--- config.mk ---
export PLATFORM = sky130hd
export DESIGN_NAME = btm_key_sr
export DESIGN_NICKNAME = d
export VERILOG_FILES = /design/src/rtl/core/btm_pkg.sv /design/src/rtl/core/btm_key_sr.sv
export SDC_FILE = /design/constraint.sdc
export NUM_CORES = 1
export LEC_CHECK = 0
export BUFFER_PORTS_ARGS = -buffer_cell sky130_fd_sc_hd__buf_4
export CORE_MARGIN = 8
export CORE_UTILIZATION = 60
export DETAILED_ROUTE_END_ITERATION = 8
export PLACE_DENSITY = 0.93
export SLEW_MARGIN = 30
export SYNTH_ARGS = -nofsm -noshare
export SYNTH_HDL_FRONTEND = slang
export SYNTH_SLANG_ARGS = --single-unit
--- constraint.sdc ---
create_clock -name clock -period 3.8 [get_ports clock]
set_input_delay 0.38 -clock clock [delete_from_list [all_inputs] [get_ports clock]]
set_output_delay 0.38 -clock clock [all_outputs]
set_load 0.03 [all_outputs]
--- src/rtl/core/btm_pkg.sv ---
// ----------------------------------------------------------------------------
// btm_pkg: shared definitions for the binary trie multiset core
// Sizes, operation and status codes, and the control and status structs that
// pass between the key shifter and the walk sequencer.
// ----------------------------------------------------------------------------
package btm_pkg;

   // Key walk depth and node pool size.
   localparam int KEY_BITS   = 32;
   localparam int POOL_NODES = 1024;

   // Width of the key word on the request channel.
   localparam int KEY_IN_W = 32;

   // Derived widths.
   localparam int NODE_W  = $clog2(POOL_NODES);
   localparam int FREE_W  = $clog2(POOL_NODES + 1);
   localparam int CNT_W   = $clog2(KEY_BITS + 1);
   localparam int COUNT_W = 32;
   localparam int SUM_W   = ((FREE_W > CNT_W) ? FREE_W : CNT_W) + 1;
   localparam int LINK_W  = 2 * NODE_W;

   localparam logic [COUNT_W-1:0] COUNT_MAX = {COUNT_W{1'b1}};

   // Operation codes on req_mode.
   localparam logic [1:0] MODE_INSERT = 2'd0;
   localparam logic [1:0] MODE_SEARCH = 2'd1;
   localparam logic [1:0] MODE_ERASE  = 2'd2;

   // Status codes on rsp_status.
   localparam logic [1:0] STAT_OK        = 2'd0;
   localparam logic [1:0] STAT_ABSENT    = 2'd1;
   localparam logic [1:0] STAT_POOL_FULL = 2'd2;
   localparam logic [1:0] STAT_SATURATED = 2'd3;

   // Commands to the key shifter.
   typedef struct packed {
      logic load;     // capture a new key and start from its top bit
      logic restart;  // rewind to the top bit of the held key
      logic shift;    // move on to the next lower bit
   } ksr_ctl_type;

   // What the key shifter reports back.
   typedef struct packed {
      logic             msb;     // key bit for the current trie level
      logic [CNT_W-1:0] remain;  // bits still to walk, current one included
      logic             done;    // no bits left
   } ksr_stat_type;

endpackage

--- src/rtl/core/btm_key_sr.sv ---
// ----------------------------------------------------------------------------
// btm_key_sr: key shift register
// Holds the accepted key and presents it one bit per step, most significant
// bit first, with a count of the bits still to walk.
// ----------------------------------------------------------------------------
module btm_key_sr (
   input  logic                           clock,
   input  logic                           reset,
   input  btm_pkg::ksr_ctl_type           ctl,
   input  logic [btm_pkg::KEY_IN_W-1:0]   key,
   output btm_pkg::ksr_stat_type          stat
);
   import btm_pkg::*;

   logic [KEY_BITS+KEY_IN_W-1:0] key_wide;
   logic [KEY_BITS-1:0]          key_ext;
   logic [KEY_BITS-1:0]          hold_ff, hold_in;
   logic [KEY_BITS-1:0]          sr_ff, sr_in;
   logic [CNT_W-1:0]             remain_ff, remain_in;

   // Bits above the request word count as zero; bits above the walk depth
   // are dropped.
   assign key_wide = {{KEY_BITS{1'b0}}, key};
   assign key_ext  = key_wide[KEY_BITS-1:0];

   // Next-state selection for the hold and shift registers.
   always_comb begin
      hold_in   = hold_ff;
      sr_in     = sr_ff;
      remain_in = remain_ff;
      if (ctl.load) begin
         hold_in   = key_ext;
         sr_in     = key_ext;
         remain_in = CNT_W'(KEY_BITS);
      end else if (ctl.restart) begin
         sr_in     = hold_ff;
         remain_in = CNT_W'(KEY_BITS);
      end else if (ctl.shift) begin
         sr_in     = {sr_ff[KEY_BITS-2:0], 1'b0};
         remain_in = remain_ff - CNT_W'(1);
      end
   end

   always_ff @(posedge clock) begin
      hold_ff <= hold_in;
      sr_ff   <= sr_in;
      if (reset) begin
         remain_ff <= '0;
      end else begin
         remain_ff <= remain_in;
      end
   end

   assign stat.msb    = sr_ff[KEY_BITS-1];
   assign stat.remain = remain_ff;
   assign stat.done   = (remain_ff == '0);

endmodule

# [After elaboration in Yosys (flattened, before gate mapping)]
# Cells that the tools add are included.
[totals] output_inout_bits=8 input_bits=37 regBits=70
[classes] mux=6 n_addsub=1 reduce_logical=3
[op_table] cell="2-to-1 mux 32 bit" n=3
[op_table] cell="2-to-1 mux 6 bit" n=3
[op_table] cell="zero test 6 bit" n=1
[op_table] cell="subtractor 6 x 1 -> 6 bit (second input constant)" n=1
[op_table] cell="nonzero test 3 bit" n=1
[op_table] cell="OR reduction 3 bit" n=1

# [Depth between registers and ports, before layout]
[logic_depth] word_depth=4 depth_mapped=5 ltp_nobuf=5

# [Least setup slack after synthesis]
# Ideal clock, no wire load.
[synth_timing] path_kind="input to register" startpoint="input ctl[1] (netlist bit)" endpoint="register sr_ff[0] (enable)" required_time_ns=3.455 setup_ns=0.345 slack_ns=2.238 arrival_ns=1.218 path_stages=2 n_path_buf=1 path_cell_list="buf_6 > or3_2"
[synth_via] elab_chain_cells=1
[synth_lines] item="from (decl)" line_no="btm_key_sr.sv:9" rtl="input btm_pkg::ksr_ctl_type ctl,"
[synth_lines] item="nonzero test 3 bit (no source line)"
[synth_lines] item="to (signal assigned)" line_no="btm_key_sr.sv:46" rtl="sr_ff <= sr_in;"
[synth_lines] item="to (decl)" line_no="btm_key_sr.sv:18" rtl="logic [KEY_BITS-1:0] sr_ff, sr_in;"
# Every way passes these cells.
# A chain may end at the register's enable or synchronous reset.

# [Worst setup path after layout]
[layout_timing] startpoint="input ctl[2] (netlist bit)" endpoint="register sr_ff[0] (enable)"
# Same word-level chain as after synthesis.

==> results by stage <==
Clock tree:
- The insertion delay of the later-clocked pin in the worst-skew pair is 0.33 ns.
- The count of instances resized after the clock tree is built is 0.
- The clock sink total is 70.
- Clock-pin slew was measured on the worst setup and hold paths at around 0.070 ns.
- The clock tree root buffer cell is sky130_fd_sc_hd__clkbuf_8.
- After clock tree synthesis, the flow added hold-fix buffers numbering 0.
- The largest buffer count on any clock path is 2.
- The depth of the CTS H-tree is 3.
- The post-CTS setup buffer count is 0.
- TritonCTS built the clock tree.
- The number of buffers inserted during clock tree synthesis is 9.

Finish:
- After filler insertion, the fill cell instance count of the layout stands at about 330.
- 0 antenna diodes ended up in the layout.
- The layout overhead on the synthesized area is 16.7%.
- Cells with a size suffix above 1 make up between 20% and 30% of the layout.
- In the final design database the tool counted approximately 290 nets.
- At the end of the flow the core is filled with cells to between 70 and 80%.
- The multi-input combinational cell area is around 800 um^2.
- The cell area after layout is between 0.003 and 0.004 mm^2.
- In the final layout, flip-flops and latches occupy just over 0.002 mm^2.

STA:
- Setup repair after global routing left no endpoint under its margin.
- The max-slew violation total from the final report came to 0.
- Timing would allow up to between 500 and 600 MHz.
- The hold slack is 0.211 ns.
- Subtracting the final worst setup slack from the clock period gives 1.90 ns.
- The total count of hold-check failures in the final report is 0.
- For the pin with the worst max-slew slack, the measured transition is around 0.88 ns.
- The number of failing setup endpoints in the final timing report is 0.
- The setup clock skew after layout is between 0.008 and 0.009 ns.
- The remaining max-slew budget at the tightest pin is 41.3%.
- The ratio of final minimum period to clock period is roughly half.
- The setup TNS is 0 ns.

Pwr:
- Summing internal, switching and leakage power gives 1.57 mW.
- For this design the static power due to leakage is approximately 1.4 nW.
- The internal power of the cells totals between 1 and 1.5 mW.
- The switching portion of total power is about 23%.
- The power density relative to cell area is 465 mW/mm^2.
- The switching power is 358 uW.
- The share of total power dissipated in combinational logic is about a tenth.
- The fraction of power consumed by sequential logic is 59.8%.
- The largest vdd supply drop is between 300 and 400 uV.
- The share of total power in the clock network is a little under a third.

Setup path:
- The reg-to-reg critical path startpoint is remain_ff[0].
- In this design, the stage delay of the slowest critical-path cell is about 0.77 ns.
- The number of cells on the critical path is 2.
- The capture point of the worst reg-to-reg path is remain_ff[4].
- For this design, the slowest cell found on the critical path is sky130_fd_sc_hd__or3_2.
- The endpoint kind of the worst setup timing path is a flop.
- Walking the worst path, the cells encountered are buf_4 > or3_2.
- The category of cells accounting for the largest share of critical-path delay is simple AND/OR/NAND/NOR gates.
- Along the worst path, the maximum fanout reaches 100.
- The type of element launching the critical path is an input port.
- The critical path class is input port to flop.
- The arrival time at the worst endpoint is 1.86 ns.
- At the worst endpoint, the required time is between 3 and 4 ns.
- Counting both buffers and inverters, the worst setup path holds a total of 1.
- The number of cells on the worst reg-to-reg path is 5.
- The setup slack of the most critical reg-to-reg path is 2.50 ns.

Synthesis:
- Yosys printed 0 warnings.
- The synthesized net count is 242.
- In the post-synthesis netlist, the cell with the most instances is sky130_fd_sc_hd__edfxtp_1.
- The mean cell area of the mapped netlist is 14.3 um^2.
- The number of flops mapped to enable cells by yosys is 64.
- In the post-synthesis netlist, the biggest area contributors are sky130_fd_sc_hd__edfxtp_1 66%, sky130_fd_sc_hd__mux2i_1 11%, sky130_fd_sc_hd__o21ai_0 5.5%, sky130_fd_sc_hd__nand2_1 4.3%, sky130_fd_sc_hd__dfxtp_1 4.1%.
- The fraction of synthesis flops using an asynchronous set or reset pin is 0%.
- Synthesis handed over a netlist of approximately 200 instances.
- The commonest cells after synthesis are 64 x sky130_fd_sc_hd__edfxtp_1, 33 x sky130_fd_sc_hd__nand2_1, 32 x sky130_fd_sc_hd__o21ai_0.
- The fraction of post-synthesis cell area in the top cell type by area is approximately two thirds.
- The post-synthesis sequential area ratio is between 70% and 80%.
- Counting flops and latches in the post-synthesis netlist gives 70.
- After synthesis the cells add up to 0.00290 mm^2.
- The library cell with the largest summed area after synthesis is sky130_fd_sc_hd__edfxtp_1.
- The commonest register cell after synthesis is sky130_fd_sc_hd__edfxtp_1.
- The netlist uses 28 different library cells.

Worst hold path:
- The hold path startpoint is reset.
- The path class of the tightest hold or removal check is input port to flop.
- The path with the worst hold slack has its endpoint at remain_ff[5].
- Along the worst hold path, the cell count comes to 2.

Place:
- The placed instances occupy a cell area of around 0.0032 mm^2.
- Once detailed placement completed, the half-perimeter wirelength came to ~3000 um.
- During placement, the flow inserted port buffers numbering 44.
- The congestion estimate from routability-driven global placement came to 0.738.

Floorplan:
- The overall die width is between 80 and 90 um.
- In this run the vertical extent of the chip is 85.5 um.
- The floorplan step defined a die boundary enclosing 0.00731 mm^2.
- 45 I/O pins were placed.
- The total area inside the core boundary comes to between 0.004 and 0.005 mm^2.
- The initial cell density of the core is approximately 60%.
- The number of cell rows is 25.

Global routing:
- The initial antenna violation count is 0.
- The number of global-route vias before repair is 1658.
- Entering global routing, the biggest net connects about 100 pins.
- The first global-routing pass estimated around 7700 um of wire.
- For this run the aggregate overflow at the end of global routing stands at 0.
- The global-route total usage across every layer is a little over an eighth.

Routing:
- The number of optimization iterations in the first detailed-route pass is 4.
- The detail route stage leaves a number of antenna-violating nets equal to 0.
- The final route contains 1674 vias.
- For this block, the routed nets add up to 4710 um of wire.
- After detailed routing, the number of remaining DRC violations is 0.
- In the final routed layout, each cell accounts on average for approximately 15 um.
- The initial DRC count is 157.
- After detailed routing, the number of vias per cell comes to between 5 and 6.

Run:
- The tool flagged a number of max-cap violations equal to 0.

Outcome:
- The flow ran to the end, and the final reports show no timing, DRC or antenna violations.
metrics by stage:
step                      cells  worst slack (ns)
after floorplan             203              2.24
after global placement      289              1.61
after detailed placement    289              1.53
after CTS                   305              1.90
after global routing        305              1.80
final                       305              1.90
state kept, by name (all words and copies together) (netlist names):
signal / count
remain_ff: 6
hold_ff: 32
sr_ff: 32
cells by family after synthesis:
group	after synthesis	synth area share, %
simple gates	46	7.60
fa+ha+maj	2	0.863
compound gates	37	6.82
mux	31	10.7
flops	70	70.4
xor+xnor	3	0.907
buf+inv	14	2.68
layer usage:
layer | GRT usage (%) | routed length [um]
met5 | 0 | 0
met2 | 19.8 | 2240
met1 | 17.2 | 2180
met4 | 8.12 | 29
met3 | 4.39 | 263
layout make-up:
cell class                      instances  area share [%]
Clock buffer                           10            3.77
Clock inverter                          6           0.851
Inverter                                2           0.222
Multi-Input combinational cell        119            23.0
Sequential cell                        70            60.4
Tap cell                               54            2.00
Timing Repair Buffer                   44            9.76
worst max-delay path by stage:
stage	from	endpoint
floorplan	ctl[1]	sr_ff[0]
CTS	ctl[2]	sr_ff[29]
global placement	ctl[2]	sr_ff[16]
finish	ctl[2]	sr_ff[0]
global route	ctl[2]	sr_ff[1]
detailed placement	ctl[2]	sr_ff[16]
cell usage in the layout, fill, tap and decap left out, drive strengths merged:
cell / count
a21oi: 1
a2111oi: 1
inv: 2
nor3: 1
clkbuf: 10
edfxtp: 64
nor2: 4
buf: 44
mux2i: 31
dfxtp: 6
xnor2: 2
clkinv: 5
o21ai: 32
a211oi: 1
and3b: 1
ha: 2
or3: 2
nor4b: 1
o31ai: 1
nor3b: 2
nand2: 34
or4: 1
xor2: 1
a311oi: 1
clkinvlp: 1
power groups by stage:
| stage | logic (mW) | clock network (mW) | registers (mW) |
|---|---|---|---|
| global placement | 0.142 | 0 | 0.956 |
| detailed placement | 0.148 | 0 | 0.959 |
| floorplan | 0.0846 | 0 | 0.956 |
| global route | 0.163 | 0.530 | 0.947 |
| CTS | 0.148 | 0.499 | 0.943 |
| finish | 0.146 | 0.486 | 0.942 |
(Power assumes the default switching activity.)
