===== src/rtl/core/btm_ram.sv =====
// ----------------------------------------------------------------------------
// btm_ram: generic simple dual-port RAM
// One write port and one read port; the read data is registered.
// ----------------------------------------------------------------------------
module btm_ram #(
   parameter int WIDTH = 8,
   parameter int DEPTH = 16
) (
   input  logic                     clock,
   input  logic                     wr_en,
   input  logic [$clog2(DEPTH)-1:0] wr_addr,
   input  logic [WIDTH-1:0]         wr_data,
   input  logic [$clog2(DEPTH)-1:0] rd_addr,
   output logic [WIDTH-1:0]         rd_data
);

   logic [WIDTH-1:0] mem_ff [DEPTH];
   logic [WIDTH-1:0] rd_data_ff;

   // Write port and registered read port.
   always_ff @(posedge clock) begin
      if (wr_en) begin
         mem_ff[wr_addr] <= wr_data;
      end
      rd_data_ff <= mem_ff[rd_addr];
   end

   assign rd_data = rd_data_ff;

endmodule


===== config.mk =====
export PLATFORM = sky130hd
export DESIGN_NAME = btm_ram
export DESIGN_NICKNAME = d
export VERILOG_FILES = /design/src/rtl/core/btm_ram.sv
export SDC_FILE = /design/constraint.sdc
export NUM_CORES = 1
export LEC_CHECK = 0
export BUFFER_PORTS_ARGS = -buffer_cell sky130_fd_sc_hd__clkbuf_2
export CELL_PAD_IN_SITES_DETAIL_PLACEMENT = 1
export CELL_PAD_IN_SITES_GLOBAL_PLACEMENT = 1
export CORE_ASPECT_RATIO = 2
export CORE_MARGIN = 2
export CORE_UTILIZATION = 28
export CTS_CLUSTER_DIAMETER = 60
export DETAILED_ROUTE_END_ITERATION = 7
export GPL_TIMING_DRIVEN = 0
export PLACE_DENSITY = 0.47
export SLEW_MARGIN = 20
export SYNTH_ARGS = -nofsm -noshare
export SYNTH_HDL_FRONTEND = slang
export SYNTH_SLANG_ARGS = --single-unit

===== constraint.sdc =====
create_clock -name clock -period 3.7 [get_ports clock]
set_clock_uncertainty 0.1 [all_clocks]
set_input_delay 0.555 -clock clock [delete_from_list [all_inputs] [get_ports clock]]
set_output_delay 0.555 -clock clock [all_outputs]
set_load 0.1 [all_outputs]

Word level (Yosys, flattened, before mapping)

Memory sizes are Yosys's and may differ from the RTL's. A register that Yosys moved wholly into a read port is not among the register bits.
Cells that the tools add are included.

Register bits: 0
RAM bits: 128
Word-level logic and storage cells: 3
Memories kept: 1

Mux-type cells: 2

Memories:

| memory | depth | width | read ports | clocked after Yosys merged registers in | write ports | line | source |
|---|---|---|---|---|---|---|---|
| mem_ff | 16    | 8     | 1          | 1                                       | 1           | 17   | `logic [WIDTH-1:0] mem_ff [DEPTH];` |

Operator list:

| kind             | count |
|---|---|
| 1-bit 2-to-1 mux | 2 |

Depth between registers and ports, before layout

Gate-level depths: netlist of the first run.

Word-level depth: 2
Mapped depth: 5
Depth with buffers taken out: 3

Worst setup path after synthesis of the first run

No wires, ideal clock.

Kind: input port to flip-flop
Start: input wr_addr[2]
End: memory mem_ff[0][0], enable pin
Arrival time: 1.665 ns
Required time: 3.217 ns
Slack: 1.552 ns
Stages on the path: 2
Path buffers: 0
Cells stage by stage: or3b_2 > nor3_1

RTL lines:

| element     | line | source |
|---|---|---|
| from (decl) | 11   | `input logic [$clog2(DEPTH)-1:0] wr_addr,` |
| to (decl)   | 17   |  |

No word-level cell before the write port.

Worst setup path after layout of the first run

Start: input wr_addr[2]
End: memory mem_ff[3][4], enable pin

No word-level cell before the write port.

==> run_results.csv, run 1 <==
group,metric,value,unit
sta,worstMarginPinSlew,0.887,ns
global_route,grt_pass1_vias,2608,
floorplan,die_x,99.9,µm
critical_path,cp_max_fo,8,
critical_path,r2r_cells,3,
critical_path,end_kind,"register",
global_route,grt_first_pass_wirelength,17200,µm
sta,clock.fmax,0.514,GHz
final_layout,fin_nets,291,
floorplan,start_util,0.284,
sta,drv_slew,0,
sta,post-route-min-period,1.95,ns
floorplan,io_pins,26,
logic_synthesis,synth_cells,229,
logic_synthesis,yosys.area.top_type_share,0.747,
flow_run,max-cap-violations,0,
placement,gp_congestion,0.770,
logic_synthesis,synth-seq-cells,136,
placement,io_buffers,24,
critical_path,crit_slowest_cell,"nor2_1",
clock_tree,postCtsSetupBuffers,0,
floorplan,placementRows,70,
final_layout,drive_gt1_frac,0.315,
detailed_routing,vias_per_cell,4.67,
worst_hold_path,min_from,"wr_addr[1]",
sta,slew_headroom,0.406,
logic_synthesis,ys_top_cells_by_area,"edfxtp_1 (75%), mux4_2 (7.9%), mux4_1 (7.1%)",
detailed_routing,wirelength,11700,µm
logic_synthesis,yosysUniqueCellTypes,19,
logic_synthesis,yosys.area.top_type,"edfxtp_1",
logic_synthesis,synth_seq_area_share,0.778,
detailed_routing,drt_drc_violations_left,0,
clock_tree,clk_pin_slew,0.06,ns
clock_tree,root_buffer,"clkbuf_16",
placement,dp_hpwl,8150,µm
global_route,grt_max_degree,17,
sta,final.period_utilization,0.526,
worst_hold_path,hold_path_depth,2,
critical_path,arrival,1.89,ns
detailed_routing,top_layer,"met4",
critical_path,crit_required,3.64,ns
logic_synthesis,syn-cell-area,0.00515,mm²
global_route,gr-usage-all-layers,0.129,
critical_path,r2r_start,"mem_ff[1][2]$_DFFE_PP_",
critical_path,cpPeakStageDelay,0.69,ns
clock_tree,cts_buffers,17,
floorplan,core,0.0181,mm²
critical_path,startpoint,"wr_addr[2]",
clock_tree,h-tree-depth,4,
final_layout,mostFrequentLayoutCells,"edfxtp_1 (128), clkbuf_2 (24), mux4_2 (18), clkbuf_16 (17), a22oi_1 (16)",
floorplan,fp.dieH,196,µm
sta,final-setup-viol-count,0,
placement,dpl.cell_count,470,
outcome,status,"complete, no violations",
detailed_routing,firstDrtPassIters,4,
detailed_routing,dr_wl_met3,292,µm
final_layout,mostFrequentLayoutCell,"edfxtp_1",
clock_tree,holdBufCountCts,0,
final_layout,final_cells,502,
detailed_routing,drt_iter0_markers,161,
worst_hold_path,hold_class,"in2reg",
pwr,vdd_drop_max,0.369,mV
floorplan,fp.dieArea,0.0196,mm²
critical_path,cp-start-kind,"input pin",
sta,finalSetupTns,0,ns
final_layout,areaGrowthSynthToFinish,21.1,%
detailed_routing,met1_length,4260,µm
pwr,power_density,621,mW/mm²
detailed_routing,dr_wl_met2,6840,µm
sta,rsz0062_at_grt,"no",
clock_tree,clock-sinks,136,
final_layout,diodes,0,
clock_tree,cts_tree,"done",
detailed_routing,wire_per_inst,23.2,µm
global_route,antenna_found_initial,0,
clock_tree,cts_buffer_depth,2,
sta,hold_violations,0,
global_route,gr-total-overflow,0,
clock_tree,cts_resized,0,
pwr,finalPower,3.87,mW
logic_synthesis,syn_avg_cell_area,22.5,µm²
clock_tree,clkLatencyLatePin,0.42,ns
critical_path,worstPathCellList,"clkbuf_2, or3b_2, nor2_1",
logic_synthesis,synth_fp_nets,247,
logic_synthesis,synth_warnings,0,
pwr,leakagePower,2.07,nW
critical_path,path_class,"in2reg",
detailed_routing,antenna_left,0,
detailed_routing,vias,2346,
metal layers:
| layer | GRT usage | vias to the layer above |
|---|---|---|
| li1 | - | 1059 |
| met1 | 0.133 | 1233 |
| met2 | 0.240 | 39 |
| met3 | 0.0303 | 15 |
| met4 | 0.0624 | 0 |
| met5 | 0 | - |
where the power goes:
part | leakage, nW | total (mW) | switching, mW | internal (mW)
combinational | 0.529 | 0.246 | 0.177 | 0.0685
clock | 0.321 | 1.89 | 0.619 | 1.27
sequential | 1.22 | 1.73 | 0.00831 | 1.72
kinds of logic after synthesis:
kind of cell / share of synthesized area
AO/OA/AOI/OAI: 0.0233
AND/OR/NAND/NOR: 0.0318
flip-flops: 0.778
buffers and inverters: 0.0168
multiplexers: 0.150
state kept, by name (all words and copies together) (netlist names):
| name | flops |
|---|---|
| mem_ff | 128 |
| rd_data | 8 |
through the flow:
step	setup slack, ns	cell area, µm²	hold WS (ns)	util
final	1.75	6230	0.482	0.344
after floorplan	1.55	5150	0.529	-
after global placement	0.866	5540	0.583	0.305
after detailed placement	1.24	5570	0.599	0.307
after global routing	1.67	6230	0.484	0.344
after CTS	1.68	6230	0.465	0.344
area by class of cell:
class	instances	area (µm²)
clock buffer	18	439
multi-input combinational	83	1080
timing repair buffer	25	128
buffer	10	86.3
sequential	136	4000
fill	1747	11900
clock inverter	14	228
tap	216	270
final timing paths:
| path | end | slack, ns |
|---|---|---|
| setup reg to reg | rd_data[2]$_DFF_P_ | 2.14 |
| hold reg to reg | rd_data[0]$_DFF_P_ | 0.60 |
| setup / recovery | mem_ff[3][4]$_DFFE_PP_ | 1.75 |
| hold / removal | mem_ff[8][6]$_DFFE_PP_ | 0.48 |
cells in the mapped netlist:
| master | n |
|---|---|
| nor2_1 | 13 |
| buf_4 | 1 |
| buf_2 | 3 |
| nand2_1 | 9 |
| mux4_2 | 18 |
| nand2b_1 | 2 |
| edfxtp_1 | 128 |
| dfxtp_1 | 8 |
| nand3b_1 | 2 |
| nor3_1 | 4 |
| nor2b_1 | 1 |
| and2_1 | 1 |
| or3b_2 | 1 |
| mux4_1 | 14 |
| buf_6 | 3 |
| clkdlybuf4s25_2 | 3 |
| and2b_1 | 1 |
| nand3_1 | 1 |
| a22oi_1 | 16 |
critical path: cells and delay by family:
family                 cells  cell delay, ns
and+or+nand+nor            2            1.22
buffers and inverters      1            0.10
Note: power is estimated with default switching activity, not from simulation.
==> inputs of run 2 (changes only) <==
==> constraint.sdc (replaced) <==
create_clock -name clock -period 1.8 [get_ports clock]
set_clock_uncertainty 0.1 [all_clocks]
set_input_delay 0.27 -clock clock [delete_from_list [all_inputs] [get_ports clock]]
set_output_delay 0.27 -clock clock [all_outputs]
set_load 0.1 [all_outputs]
==> run 2 against run 1 <==
- clock-buffer cell count grew 2
- core utilization shrank 0.38 points
- flip-flop and latch count is the same
- sequential share of layout area grew 0.72 points
- final cell count is the same
- design area shrank 1.1%
- wire length grew 0.96%
- non-clock buffer count is the same
- total power grew 95%
- first-iteration DRC count shrank 38%
- critical endpoint is now mem_ff[2][3]$_DFFE_PP_
- largest cell class unchanged
- largest power group is now registers
==> run_results.csv, run 2 (synthesized netlist as in run 1, its figures left out) <==
group,metric,value,unit
critical_path,path_delay_family,"simple AND/OR/NAND/NOR gates",
critical_path,r2r_start,"mem_ff[1][0]$_DFFE_PP_",
detailed_routing,vias_per_cell,4.68,
sta,post-route-min-period,1.67,ns
detailed_routing,firstDrtPassIters,4,
pwr,p_sw,1.65,mW
critical_path,path_class,"in2reg",
placement,dp_hpwl,8120,µm
pwr,leakagePower,2.03,nW
worst_hold_path,hold_path_depth,1,
floorplan,core,0.0181,mm²
critical_path,r2r_setup_slack,0.22,ns
placement,dpl.cell_count,470,
final_layout,drive_gt1_frac,0.308,
clock_tree,cts_resized,0,
sta,final.period_utilization,0.925,
global_route,grt_first_pass_wirelength,17300,µm
detailed_routing,wirelength,11800,µm
pwr,clkPwrFrac,0.461,
detailed_routing,dr_wl_met3,305,µm
outcome,status,"complete, no violations",
pwr,p_int,5.89,mW
final_layout,largest_reg_flops,128,
detailed_routing,vias,2348,
clock_tree,holdBufCountCts,0,
detailed_routing,wire_per_inst,23.5,µm
critical_path,cp_max_fo,8,
final_layout,fin_nets,291,
sta,clock.fmax,0.600,GHz
detailed_routing,antenna_left,0,
sta,rsz0062_at_grt,"no",
global_route,gr-total-overflow,0,
sta,drv_slew,0,
floorplan,fp.dieArea,0.0196,mm²
final_layout,areaGrowthSynthToFinish,19.7,%
floorplan,placementRows,70,
global_route,grt_max_degree,17,
global_route,gr-usage-all-layers,0.131,
global_route,grt_pass1_vias,2620,
critical_path,cp-start-kind,"input pin",
worst_hold_path,min_from,"wr_data[5]",
pwr,vdd_drop_max,0.482,mV
worst_hold_path,hold_class,"in2reg",
clock_tree,cts_buffers,17,
placement,io_buffers,24,
final_layout,mostFrequentLayoutCells,"edfxtp_1 (128), clkbuf_2 (24), mux4_2 (18), clkbuf_16 (17), a22oi_1 (16)",
placement,gp_congestion,0.725,
critical_path,arrival,1.60,ns
critical_path,timing.rr.end,"rd_data[0]$_DFF_P_",
pwr,p_comb_frac,0.067,
final_layout,regMostFlops,"mem_ff",
critical_path,crit_required,1.74,ns
clock_tree,h-tree-depth,4,
clock_tree,root_buffer,"clkbuf_16",
critical_path,worstPathCellList,"clkbuf_2, or3b_2, nor2_1",
final_layout,fillers,1737,
clock_tree,clkLatencyLatePin,0.42,ns
detailed_routing,drt_iter0_markers,100,
clock_tree,cts_tree,"done",
floorplan,fp.dieH,196,µm
clock_tree,clock-sinks,136,
pwr,power_density,1220,mW/mm²
critical_path,end_kind,"register",
floorplan,io_pins,26,
final_layout,fin_util,0.340,
final_layout,mostFrequentLayoutCell,"edfxtp_1",
detailed_routing,drt_drc_violations_left,0,
detailed_routing,top_layer,"met4",
flow_run,max-cap-violations,0,
sta,hold_violations,0,
floorplan,die_x,99.9,µm
critical_path,cpPeakStageDelay,0.70,ns
detailed_routing,met1_length,4170,µm
pwr,seq_power_share,0.472,
clock_tree,cts_buffer_depth,2,
critical_path,cp_num_buf_inv,1,
critical_path,r2r_cells,3,
worst_hold_path,min_to,"mem_ff[6][5]$_DFFE_PP_",
sta,final-setup-viol-count,0,
final_layout,final_cells,502,
clock_tree,clk_pin_slew,0.05,ns
sta,slew_headroom,0.412,
sta,worstMarginPinSlew,0.878,ns
floorplan,start_util,0.284,
detailed_routing,dr_wl_met2,7030,µm
pwr,swShare,0.219,
sta,finalSetupTns,0,ns
clock_tree,postCtsSetupBuffers,0,
global_route,antenna_found_initial,0,
final_layout,diodes,0,
critical_path,crit_slowest_cell,"nor2_1",
-- run 2: worst register-to-register path, cell delays in order (launching register included) --
cell and delay, ns:
edfxtp_1 0.36, mux4_1 0.58, a22oi_1 0.34, nand2_1 0.09
-- run 2: how the worst max path moves through the flow --
stage	startpoint	end	slack [ns]	cells past startpoint
finish	wr_addr[2]	mem_ff[2][3]$_DFFE_PP_	0.13	3
global route	wr_addr[2]	mem_ff[2][5]$_DFFE_PP_	0.02	3
CTS	wr_addr[2]	mem_ff[2][5]$_DFFE_PP_	0.09	3
detailed placement	wr_addr[2]	mem_ff[2][3]$_DFFE_PP_	-0.36	3
global placement	wr_addr[2]	mem_ff[8][0]$_DFFE_PP_	-0.52	3
floorplan	wr_addr[2]	mem_ff[3][0]$_DFFE_PP_	0.16	2
-- run 2: routing by layer --
metal	vias to the layer above	GRT usage
met5	-	0
met4	0	0.0619
met2	47	0.249
met1	1229	0.132
met3	15	0.0296
li1	1057	-
-- run 2: area by class of cell --
cell class	instances	area, µm²	area share
flip-flops and latches	136	4000	0.650
well taps	216	270	0.0438
plain buffers	10	86.3	0.0140
clock buffers	20	447	0.0725
clock inverters	12	151	0.0246
multi-input cells	83	1080	0.175
repair buffers	25	128	0.0207
-- run 2: power by group through the flow --
stage | registers (mW) | logic (mW) | clock network, mW
after floorplan | 3.78 | 0.180 | 0
after global placement | 3.62 | 0.513 | 0
after detailed placement | 3.63 | 0.523 | 0
after CTS | 3.56 | 0.523 | 3.54
after global routing | 3.56 | 0.537 | 3.67
final | 3.56 | 0.506 | 3.47
-- run 2: per-stage QoR --
step                      area [µm²]  power, mW  hold WS (ns)  setup slack (ns)
final                           6160       7.54         0.238             0.134
after global routing            6160       7.77         0.250            0.0233
after CTS                       6160       7.63         0.234            0.0881
after detailed placement        5570       4.15         0.587            -0.356
after global placement          5540       4.13         0.585            -0.520
after floorplan                 5150       3.96         0.269             0.164
==> inputs of run 3 (changes only) <==
--- a/config.mk
+++ b/config.mk
@@ -5,6 +5,7 @@
 export SDC_FILE = /design/constraint.sdc
 export NUM_CORES = 1
 export LEC_CHECK = 0
+export ABC_AREA = 1
 export BUFFER_PORTS_ARGS = -buffer_cell sky130_fd_sc_hd__clkbuf_2
 export CELL_PAD_IN_SITES_DETAIL_PLACEMENT = 1
 export CELL_PAD_IN_SITES_GLOBAL_PLACEMENT = 1
@@ -14,7 +15,7 @@
 export CTS_CLUSTER_DIAMETER = 60
 export DETAILED_ROUTE_END_ITERATION = 7
 export GPL_TIMING_DRIVEN = 0
-export PLACE_DENSITY = 0.47
+export PLACE_DENSITY = 0.5
 export SLEW_MARGIN = 20
 export SYNTH_ARGS = -nofsm -noshare
 export SYNTH_HDL_FRONTEND = slang
==> run 3 against run 2 <==
- final cell count increased by 74%
- synthesized cell count increased by 140%
- design area increased by 9.0%
- area after synthesis increased by 12%
- combinational power increased by 25%
- die area increased by 12%
- sequential power about the same
- global-route usage increased by 3.9 points
- clock power decreased by 12%
- hold slack got worse by 0.025 ns
- largest cell class unchanged
==> run_results.csv, run 3 <==
group,metric,value,unit
final_layout,largest_reg_flops,128,
clock_tree,cts_buffer_depth,2,
logic_synthesis,yosysMostFrequentCell,"nand2_1",
critical_path,timing.rr.end,"rd_data[4]$_DFF_P_",
floorplan,fp.dieArea,0.0218,mm²
pwr,vdd_drop_max,0.444,mV
logic_synthesis,syn_avg_cell_area,10.5,µm²
placement,dp_slack,-0.174,ns
global_route,grt_first_pass_wirelength,25900,µm
logic_synthesis,yosysUniqueCellTypes,12,
detailed_routing,vias_per_cell,4.39,
global_route,grt_max_degree,17,
detailed_routing,antenna_left,0,
clock_tree,cts_resized,0,
clock_tree,clock-sinks,136,
logic_synthesis,synth_cells,551,
logic_synthesis,synth_edf_count,128,
critical_path,cp-start-kind,"register",
clock_tree,holdBufCountCts,0,
final_layout,mostFrequentLayoutCell,"nand2_1",
worst_hold_path,min_from,"rd_addr[3]",
critical_path,crit_required,1.43,ns
placement,placed_area,0.00621,mm²
placement,io_buffers,22,
clock_tree,clkLatencyLatePin,0.42,ns
detailed_routing,wirelength,17100,µm
sta,setup_ws,0.259,ns
critical_path,arrival,1.17,ns
final_layout,regMostFlops,"mem_ff",
logic_synthesis,synth_warnings,0,
final_layout,fin_nets,610,
critical_path,cpPeakStageDelay,0.45,ns
global_route,grt_pass1_vias,4205,
pwr,power_density,1080,mW/mm²
detailed_routing,drt_drc_violations_left,0,
floorplan,fp.dieH,207,µm
sta,finalSetupTns,0,ns
logic_synthesis,synth_fp_nets,569,
global_route,antenna_found_initial,0,
logic_synthesis,ys.flop_type,"edfxtp_1",
floorplan,placementRows,74,
clock_tree,cts_tree,"done",
final_layout,mostFrequentLayoutCells,"nand2_1 (173), edfxtp_1 (128), inv_1 (100), nand3_1 (97), clkbuf_2 (22)",
critical_path,r2r_cells,6,
sta,drv_slew,0,
logic_synthesis,yosys.area.top_type_share,0.667,
worst_hold_path,hold_path_depth,3,
sta,final-setup-viol-count,0,
floorplan,core,0.0203,mm²
critical_path,cp_num_buf_inv,1,
critical_path,cp_max_fo,1,
clock_tree,cts_buffers,17,
sta,post-route-min-period,1.54,ns
detailed_routing,firstDrtPassIters,4,
final_layout,fin_util,0.331,
sta,slew_headroom,0.355,
critical_path,crit_slowest_cell,"clkbuf_2",
final_layout,diodes,0,
placement,gp_congestion,0.808,
logic_synthesis,synth_common_cells,"nand2_1 (173), edfxtp_1 (128), inv_1 (100)",
clock_tree,postCtsSetupBuffers,0,
final_layout,drive_gt1_frac,0.117,
clock_tree,clk_pin_slew,0.05,ns
detailed_routing,drt_iter0_markers,149,
sta,hold_violations,0,
logic_synthesis,yosys.area.top_type,"edfxtp_1",
sta,worstMarginPinSlew,0.964,ns
pwr,leakagePower,2.86,nW
worst_hold_path,min_to,"rd_data[2]$_DFF_P_",
detailed_routing,wire_per_inst,19.6,µm
sta,clock.fmax,0.649,GHz
critical_path,r2r_setup_slack,0.60,ns
critical_path,path_class,"reg2out",
sta,final.period_utilization,0.856,
critical_path,path_delay_family,"buffers and inverters",
critical_path,r2r_start,"mem_ff[0][4]$_DFFE_PP_",
logic_synthesis,ys_top_cells_by_area,"edfxtp_1 (67%), nand2_1 (11%), nand3_1 (8.4%)",
critical_path,worstPathCellList,"clkbuf_2",
floorplan,start_util,0.284,
clock_tree,h-tree-depth,4,
floorplan,io_pins,26,
critical_path,end_kind,"primary output",
pwr,finalPower,7.25,mW
outcome,status,"complete, no violations",
final_layout,stdcell_area,0.00672,mm²
global_route,gr-total-overflow,0,
worst_hold_path,hold_class,"in2reg",
clock_tree,root_buffer,"clkbuf_16",
logic_synthesis,synth-seq-cells,136,
floorplan,die_x,105,µm
logic_synthesis,synth-async-reset-ratio,0,
flow_run,max-cap-violations,0,
placement,dp_hpwl,12400,µm
global_route,gr-usage-all-layers,0.171,
logic_synthesis,synth_seq_area_share,0.694,
detailed_routing,vias,3826,
final_layout,areaGrowthSynthToFinish,16.5,%
sta,rsz0062_at_grt,"no",
logic_synthesis,syn-cell-area,0.00577,mm²
[run 3: cell types whose count changed after synthesis, sizes merged, moves of 2 or more]
cell / before / now
nor3: 4 / 0
a22oi: 16 / 0
nand2: 9 / 173
nand3: 1 / 97
buf: 7 / 24
mux4: 32 / 0
nand2b: 2 / 0
nor2: 13 / 17
clkdlybuf4s25: 3 / 0
inv: 0 / 102
[run 3: final cells by class]
class / instances / area (µm²)
fillers: 2273 / 13600
flip-flops and latches: 136 / 4000
multi-input cells: 289 / 1210
clock buffers: 27 / 483
inverters: 102 / 383
well taps: 266 / 333
plain buffers: 24 / 166
repair buffers: 22 / 110
clock inverters: 5 / 27.5
[run 3: report_power, final]
group	internal (mW)	total, mW	switching (mW)
clock	1.82	3.06	1.23
sequential	3.54	3.56	0.0180
combinational	0.135	0.635	0.500
[run 3: kinds of logic (layout without fill, tap and decap cells)]
group / count (synthesis) / after routing / synth area share
buffers and inverters: 126 / 180 / 0.0952
DFF: 136 / 136 / 0.694
and+or+nand+nor: 289 / 289 / 0.210
[run 3: metrics by stage]
step,instances,hold WS [ns]
after floorplan,551,0.269
final,871,0.214
after global placement,839,0.560
after detailed placement,839,0.555
after CTS,871,0.185
after global routing,871,0.237
[run 3: layer usage]
layer  up-vias  wire length (µm)  GRT usage
met5         -                 0          0
met4         0              1090      0.124
met3        38               456     0.0305
met2        70              9470      0.319
met1      1862              6070      0.165
li1       1856                 -          -
[run 3: how the worst max path moves through the flow]
stage	depth (start not counted)	endpoint	start	slack, ns
after floorplan	2	mem_ff[10][0]$_DFFE_PP_	wr_addr[2]	0.48
after global placement	3	mem_ff[9][5]$_DFFE_PP_	wr_addr[2]	-0.09
after detailed placement	3	mem_ff[11][4]$_DFFE_PP_	wr_addr[2]	-0.17
after CTS	1	rd_data[2]	rd_data[2]$_DFF_P_	0.23
after global routing	1	rd_data[7]	rd_data[7]$_DFF_P_	0.20
final	1	rd_data[2]	rd_data[2]$_DFF_P_	0.26
